===== config.mk =====
export PLATFORM = sky130hd
export DESIGN_NAME = websocket_client_frame_encoder_unit
export DESIGN_NICKNAME = d
export VERILOG_FILES = /design/src/hw/rtl/wscfe_pkg.sv /design/src/hw/rtl/websocket_client_frame_encoder_unit.sv
export SDC_FILE = /design/constraint.sdc
export NUM_CORES = 1
export LEC_CHECK = 0
export ABC_AREA = 1
export BUFFER_PORTS_ARGS = -buffer_cell sky130_fd_sc_hd__buf_2
export CORE_MARGIN = 2
export CORE_UTILIZATION = 40
export DETAILED_ROUTE_END_ITERATION = 8
export SETUP_SLACK_MARGIN = 0.3
export SYNTH_ARGS = -nofsm -noshare
export SYNTH_HDL_FRONTEND = slang
export SYNTH_SLANG_ARGS = --single-unit
export TNS_END_PERCENT = 5

===== constraint.sdc =====
create_clock -name clock -period 7.3 [get_ports clock]
set_clock_uncertainty 0.2 [all_clocks]
set_input_delay 0.73 -clock clock [delete_from_list [all_inputs] [get_ports clock]]
set_output_delay 0.73 -clock clock [all_outputs]
set_load 0.01 [all_outputs]

===== src/hw/rtl/wscfe_pkg.sv =====
// Shared types, constants and helpers for the client frame encoder.
// No dependencies; imported by websocket_client_frame_encoder_unit.
`timescale 1ns / 1ps

package wscfe_pkg;

   // Frame header constants
   localparam logic [7:0]  HDR_FIN_TEXT   = 8'h81;
   localparam logic [7:0]  HDR_MASK_BIT   = 8'h80;
   localparam logic [19:0] SHORT_LEN_MAX  = 20'd125;
   localparam logic [6:0]  EXT_LEN_16     = 7'd126;
   localparam logic [19:0] MAX_PAYLOAD    = 20'd65535;

   // Header bytes queued behind the first one: 126, two length bytes, four key bytes
   localparam int          HDR_DEPTH      = 7;
   localparam logic [2:0]  HDR_CNT_SHORT  = 3'd5;
   localparam logic [2:0]  HDR_CNT_LONG   = 3'd7;

   // Status codes
   localparam logic [1:0]  STATUS_OK       = 2'd0;
   localparam logic [1:0]  STATUS_TOO_LONG = 2'd1;
   localparam logic [1:0]  STATUS_NO_FRAME = 2'd2;

   // Input mode codes
   localparam logic        MODE_START   = 1'b0;
   localparam logic        MODE_PAYLOAD = 1'b1;

   typedef struct packed {
      logic [7:0] out_byte;
      logic       frame_end;
      logic [1:0] status;
   } result_type;

   // Key byte by position, first key byte in the top bits
   function automatic logic [7:0] key_byte(input logic [31:0] key, input logic [1:0] idx);
      logic [7:0] kb;
      case (idx)
         2'd0:    kb = key[31:24];
         2'd1:    kb = key[23:16];
         2'd2:    kb = key[15:8];
         default: kb = key[7:0];
      endcase
      return kb;
   endfunction

endpackage


===== src/hw/rtl/websocket_client_frame_encoder_unit.sv =====
// Masked client text-frame encoder, top level.
// Depends on wscfe_pkg for header constants, status codes and the result type.
`timescale 1ns / 1ps

// Usage
//   req_* channel: one transfer per item. req_mode 0 opens a frame with
//   req_frame_length and req_mask_key; req_mode 1 carries one req_payload_byte.
//   rsp_* channel: one transfer per frame byte (header, key, masked payload),
//   with rsp_frame_end on the last byte of the frame and rsp_status for errors.
// An accepted item lands in an input register, and its first result is
//   registered in the output register once that register is free and no
//   header bytes of an earlier frame are still queued.
// Throughput: a payload byte or an error item yields one result, so payload
//   streams at one byte per cycle while rsp_stall is low. A start item yields
//   6 header bytes for lengths up to 125 and 8 for longer ones, sent through
//   the header queue at one byte per cycle while the output register is free.
// The input register takes a new transfer while a result waits in the output
//   register, so one item is buffered under a receiver stall.
// Reset (synchronous, active high) empties both registers and the header
//   queue and closes any open frame with a zero key.
// When the receiver asserts rsp_stall, the output register holds its byte,
//   the header queue holds, and req_stall rises once the input register is full.
module websocket_client_frame_encoder_unit (
   input  logic        clock,
   input  logic        reset,
   input  logic        req_valid,
   output logic        req_stall,
   input  logic        req_mode,
   input  logic [19:0] req_frame_length,
   input  logic [31:0] req_mask_key,
   input  logic [7:0]  req_payload_byte,
   output logic        rsp_valid,
   input  logic        rsp_stall,
   output logic [7:0]  rsp_out_byte,
   output logic        rsp_frame_end,
   output logic [1:0]  rsp_status
);
   import wscfe_pkg::*;

   // Input register
   logic        in_valid_ff, in_valid_in;
   logic        in_mode_ff;
   logic [19:0] in_len_ff;
   logic [31:0] in_key_ff;
   logic [7:0]  in_pb_ff;

   // Frame state
   logic        frame_open_ff, frame_open_in;
   logic [31:0] key_store_ff, key_store_in;
   logic [15:0] bytes_left_ff, bytes_left_in;
   logic [1:0]  key_index_ff, key_index_in;

   // Header queue: bytes still to send after the one in the output register
   logic [7:0]  hdr_ff [HDR_DEPTH];
   logic [7:0]  hdr_in [HDR_DEPTH];
   logic [2:0]  hdr_cnt_ff, hdr_cnt_in;
   logic        zero_len_ff, zero_len_in;

   // Output register
   logic        rsp_valid_ff, rsp_valid_in;
   result_type  rsp_ff, rsp_in;

   logic out_free;
   logic hdr_busy;
   logic take_hdr;
   logic take_in;

   // Output register can load when empty or being drained this cycle
   assign out_free  = !rsp_valid_ff || !rsp_stall;
   assign hdr_busy  = (hdr_cnt_ff != 3'd0);
   // Header bytes of the current frame go out before the next item
   assign take_hdr  = out_free && hdr_busy;
   assign take_in   = out_free && !hdr_busy && in_valid_ff;
   assign req_stall = in_valid_ff && !take_in;

   assign in_valid_in = req_stall ? in_valid_ff : req_valid;

   always_comb begin
      frame_open_in = frame_open_ff;
      key_store_in  = key_store_ff;
      bytes_left_in = bytes_left_ff;
      key_index_in  = key_index_ff;
      hdr_cnt_in    = hdr_cnt_ff;
      zero_len_in   = zero_len_ff;
      for (int i = 0; i < HDR_DEPTH; i++) begin
         hdr_in[i] = hdr_ff[i];
      end
      rsp_in       = rsp_ff;
      rsp_valid_in = rsp_valid_ff;

      if (out_free) begin
         rsp_valid_in = take_hdr || take_in;
      end

      if (take_hdr) begin
         // Advance the queue by one byte; the last one may close a zero-length frame
         rsp_in.out_byte  = hdr_ff[0];
         rsp_in.frame_end = (hdr_cnt_ff == 3'd1) && zero_len_ff;
         rsp_in.status    = STATUS_OK;
         for (int i = 0; i < HDR_DEPTH - 1; i++) begin
            hdr_in[i] = hdr_ff[i + 1];
         end
         hdr_in[HDR_DEPTH - 1] = 8'h00;
         hdr_cnt_in = hdr_cnt_ff - 3'd1;
      end else if (take_in) begin
         if (in_mode_ff == MODE_START) begin
            if (in_len_ff > MAX_PAYLOAD) begin
               // Reject and drop any open frame
               frame_open_in    = 1'b0;
               rsp_in.out_byte  = 8'h00;
               rsp_in.frame_end = 1'b0;
               rsp_in.status    = STATUS_TOO_LONG;
            end else begin
               rsp_in.out_byte  = HDR_FIN_TEXT;
               rsp_in.frame_end = 1'b0;
               rsp_in.status    = STATUS_OK;
               if (in_len_ff <= SHORT_LEN_MAX) begin
                  hdr_in[0]  = HDR_MASK_BIT | {1'b0, in_len_ff[6:0]};
                  hdr_in[1]  = in_key_ff[31:24];
                  hdr_in[2]  = in_key_ff[23:16];
                  hdr_in[3]  = in_key_ff[15:8];
                  hdr_in[4]  = in_key_ff[7:0];
                  hdr_in[5]  = 8'h00;
                  hdr_in[6]  = 8'h00;
                  hdr_cnt_in = HDR_CNT_SHORT;
               end else begin
                  hdr_in[0]  = HDR_MASK_BIT | {1'b0, EXT_LEN_16};
                  hdr_in[1]  = in_len_ff[15:8];
                  hdr_in[2]  = in_len_ff[7:0];
                  hdr_in[3]  = in_key_ff[31:24];
                  hdr_in[4]  = in_key_ff[23:16];
                  hdr_in[5]  = in_key_ff[15:8];
                  hdr_in[6]  = in_key_ff[7:0];
                  hdr_cnt_in = HDR_CNT_LONG;
               end
               zero_len_in   = (in_len_ff == 20'd0);
               key_store_in  = in_key_ff;
               key_index_in  = 2'd0;
               bytes_left_in = in_len_ff[15:0];
               frame_open_in = (in_len_ff != 20'd0);
            end
         end else if (!frame_open_ff) begin
            rsp_in.out_byte  = 8'h00;
            rsp_in.frame_end = 1'b0;
            rsp_in.status    = STATUS_NO_FRAME;
         end else begin
            // Mask the payload byte and count it off
            rsp_in.out_byte  = in_pb_ff ^ key_byte(key_store_ff, key_index_ff);
            rsp_in.frame_end = (bytes_left_ff == 16'd1);
            rsp_in.status    = STATUS_OK;
            key_index_in     = key_index_ff + 2'd1;
            bytes_left_in    = bytes_left_ff - 16'd1;
            if (bytes_left_ff == 16'd1) begin
               frame_open_in = 1'b0;
            end
         end
      end
   end

   always_ff @(posedge clock) begin
      if (reset) begin
         in_valid_ff   <= 1'b0;
         rsp_valid_ff  <= 1'b0;
         hdr_cnt_ff    <= 3'd0;
         zero_len_ff   <= 1'b0;
         frame_open_ff <= 1'b0;
         key_store_ff  <= 32'd0;
         bytes_left_ff <= 16'd0;
         key_index_ff  <= 2'd0;
      end else begin
         in_valid_ff   <= in_valid_in;
         rsp_valid_ff  <= rsp_valid_in;
         hdr_cnt_ff    <= hdr_cnt_in;
         zero_len_ff   <= zero_len_in;
         frame_open_ff <= frame_open_in;
         key_store_ff  <= key_store_in;
         bytes_left_ff <= bytes_left_in;
         key_index_ff  <= key_index_in;
      end
   end

   // Payload registers: no reset
   always_ff @(posedge clock) begin
      if (!req_stall) begin
         in_mode_ff <= req_mode;
         in_len_ff  <= req_frame_length;
         in_key_ff  <= req_mask_key;
         in_pb_ff   <= req_payload_byte;
      end
      rsp_ff <= rsp_in;
      for (int i = 0; i < HDR_DEPTH; i++) begin
         hdr_ff[i] <= hdr_in[i];
      end
   end

   assign rsp_valid     = rsp_valid_ff;
   assign rsp_out_byte  = rsp_ff.out_byte;
   assign rsp_frame_end = rsp_ff.frame_end;
   assign rsp_status    = rsp_ff.status;

endmodule

==> results.cfg <==
[clock_tree]
cts_tree = done
clockBufferDepth = 2
cts.sinks = 185
cts-resized-gates = 0
htreeDepth = 4
root_buffer = clkbuf_16
worstSkewPairLatency_ns = 0.43
cts.clk_slew.worst_paths_ns = 0.07
cts_setup_buffers = 0
cts_buffers = 17
holdBufCountCts = 0

[routing]
wl_per_cell_um = 16.00
drc = 0
detail-route-antenna-nets = 0
vias = 6093
finalWirelength_um = 19720
first_pass_iters = 5
via_per_inst = 4.942
drt_iter0_markers = 470

[placed_design]
hpwl_um = 13480
placed_cells = 1201
port_buffers = 77
place_ws_ns = 3.805
gp_congestion = 0.8620

[final_layout]
drive_gt1_share_pct = 13.84
fin_nets = 1029
diodes = 0
final_core_util_pct = 46.92
stdcell_count = 1233
layout.area.seq_um2 = 4885
area_growth_pct = 14.26
multi_input_area_um2 = 2734
fillers = 1936

[setup_path]
critical_path_arrival_ns = 3.69
reg2reg_slack_ns = 3.71
start_kind = register
r2r-start = in_mode_ff$_DFFE_PN_
critPathMaxFanout = 52
r2r_end = hdr_ff[2][3]$_DFFE_PP_
crit_required_ns = 7.40
path_class = register to register
crit_start = in_mode_ff$_DFFE_PN_
r2r_cells = 8
crit_end = hdr_ff[2][3]$_DFFE_PP_
cp-end-kind = register

[sta]
finalSetupViolCount = 0
tns_ns = 0
layout_min_cycle_time_ns = 3.589
final_max_slew_viol_count = 0
worst_pin_slew_ns = 0.9789
hold_viol = 0
relSlewSlack_pct = 34.74
finalWorstSetupSlack_ns = 3.711
rsz0062_at_grt = false
fin_crit_sh_pct = 49.17
fmax_mhz = 278.6

[power]
p_per_area_nw_per_um2 = 339.3
cellLeakagePower_nw = 3.820
ir_drop_v = 0.0001797
finalPower_mw = 3.129

[outcome]
status = finished clean

[floorplan]
row_count = 51
start_util_pct = 41.06
die_h_um = 146.0
dieArea_um2 = 21330
core-area_um2 = 19650
dieWidth_um = 146.0
io_pins = 78

[synthesis]
ys_types = 33
syn_inst = 894
yosysSeqAreaShare_pct = 60.53
ys_seq_elements = 185
yosysWarnings = 0
syn_avg_cell_area_um2 = 9.027
netlist_area_um2 = 8070
syn_nets = 968

[grt]
grt_use_total_pct = 18.99
overflow = 0
grt_pass1_wl_um = 31410
antenna_found_initial = 0
grt_max_degree = 62
grt_pass1_vias = 5733

[flow_run]
drv_cap = 0

[worst_hold_path]
whs_path_depth = 2
hold_class = register to register
hp-start = key_store_ff[1]$_SDFFE_PP0P_
[synth_stat cells, drive strengths merged]
master / instances / area, um^2
a21oi: 56 / 280.3
nand3b: 2 / 15.01
nand3: 55 / 285.3
inv: 65 / 244.0
o211ai: 6 / 45.04
or2: 9 / 56.31
edfxtp: 118 / 3543
o22ai: 17 / 106.4
o21ai: 54 / 277.8
nand2: 321 / 1215
a22oi: 2 / 15.01
dfxtp: 67 / 1341
xnor2: 1 / 8.760
nor3: 7 / 40.04
and2: 1 / 6.260
nand4: 4 / 25.02
ha: 9 / 112.6
buf: 26 / 153.9
clkbuf: 14 / 53.80
nor2: 60 / 245.2
[flip-flops by register name, summed over array words and instances (netlist names)]
register       cells
hdr_cnt_ff         3
in_valid_ff        1
frame_open_ff      1
key_store_ff      32
zero_len_ff        1
bytes_left_ff     16
rsp_out_byte       8
in_len_ff         20
in_key_ff         32
rsp_status         2
key_index_ff       2
rsp_valid          1
in_mode_ff         1
in_pb_ff           8
hdr_ff            56
rsp_frame_end      1
[power breakdown]
group	internal (mW)	switching, mW	total, mW
sequential	1.40	0.101	1.50
clock	0.538	0.401	0.939
combinational	0.200	0.488	0.687
[stage by stage]
stage | area (um^2) | hold slack (ns)
final | 9221 | 0.2610
after global routing | 9221 | 0.2461
after CTS | 9221 | 0.2579
after detailed placement | 8617 | 0.2531
after global placement | 8617 | 0.2486
after floorplan | 8070 | 0.2216
[cell type report]
cell class / instances / area share, %
clock buffers: 21 / 5.102
repair buffers: 82 / 4.586
clock inverters: 11 / 1.452
well taps: 265 / 3.596
inverters: 65 / 2.646
flip-flops and latches: 185 / 52.97
multi-input cells: 604 / 29.65
[cells by family after synthesis]
logic type | Yosys count | share of synthesized area [%]
and+or+nand+nor | 459 | 23.40
xor gates and xnor gates | 1 | 0.1085
AOI/OAI and AO/OA | 135 | 8.977
buffers and inverters | 105 | 5.597
DFF | 185 | 60.53
adders and majority gates | 9 | 1.395
[routing by layer]
layer	GRT usage [%]	part of all wire [%]	vias to the layer above
met2	30.19	47	149
met1	26.20	47	2835
met3	4.000	4.6	18
li1	-	-	3091
met4	5.971	1.8	0
met5	0	0	-
[worst min-delay path by stage]
stage	end
floorplan	zero_len_ff$_SDFFE_PP0P_
global placement	key_store_ff[0]$_SDFFE_PP0P_
detailed placement	key_store_ff[18]$_SDFFE_PP0P_
CTS	in_key_ff[0]$_DFFE_PN_
global route	in_key_ff[20]$_DFFE_PN_
finish	key_store_ff[1]$_SDFFE_PP0P_
[worst max-delay path: stages, from the launching register on]
cell and delay (ns):
edfxtp_1 0.78, inv_2 0.45, nand3_2 0.36, nor2_4 0.16, buf_4 0.46, nand2_1 0.62, nand2_1 0.21, o21ai_0 0.10
nand2_1 0.10
[placed cells by master, fill, tap and decap left out, drive strengths merged]
master / count
a21oi: 56
a22oi: 2
and2: 1
buf: 82
bufinv: 2
clkbuf: 21
clkinv: 4
clkinvlp: 1
dfxtp: 67
edfxtp: 118
ha: 9
inv: 69
nand2: 321
nand3: 55
nand3b: 2
nand4: 4
nor2: 60
nor3: 7
o211ai: 6
o21ai: 54
o22ai: 17
or2: 9
xnor2: 1
Power figures use the tool's default switching activity.
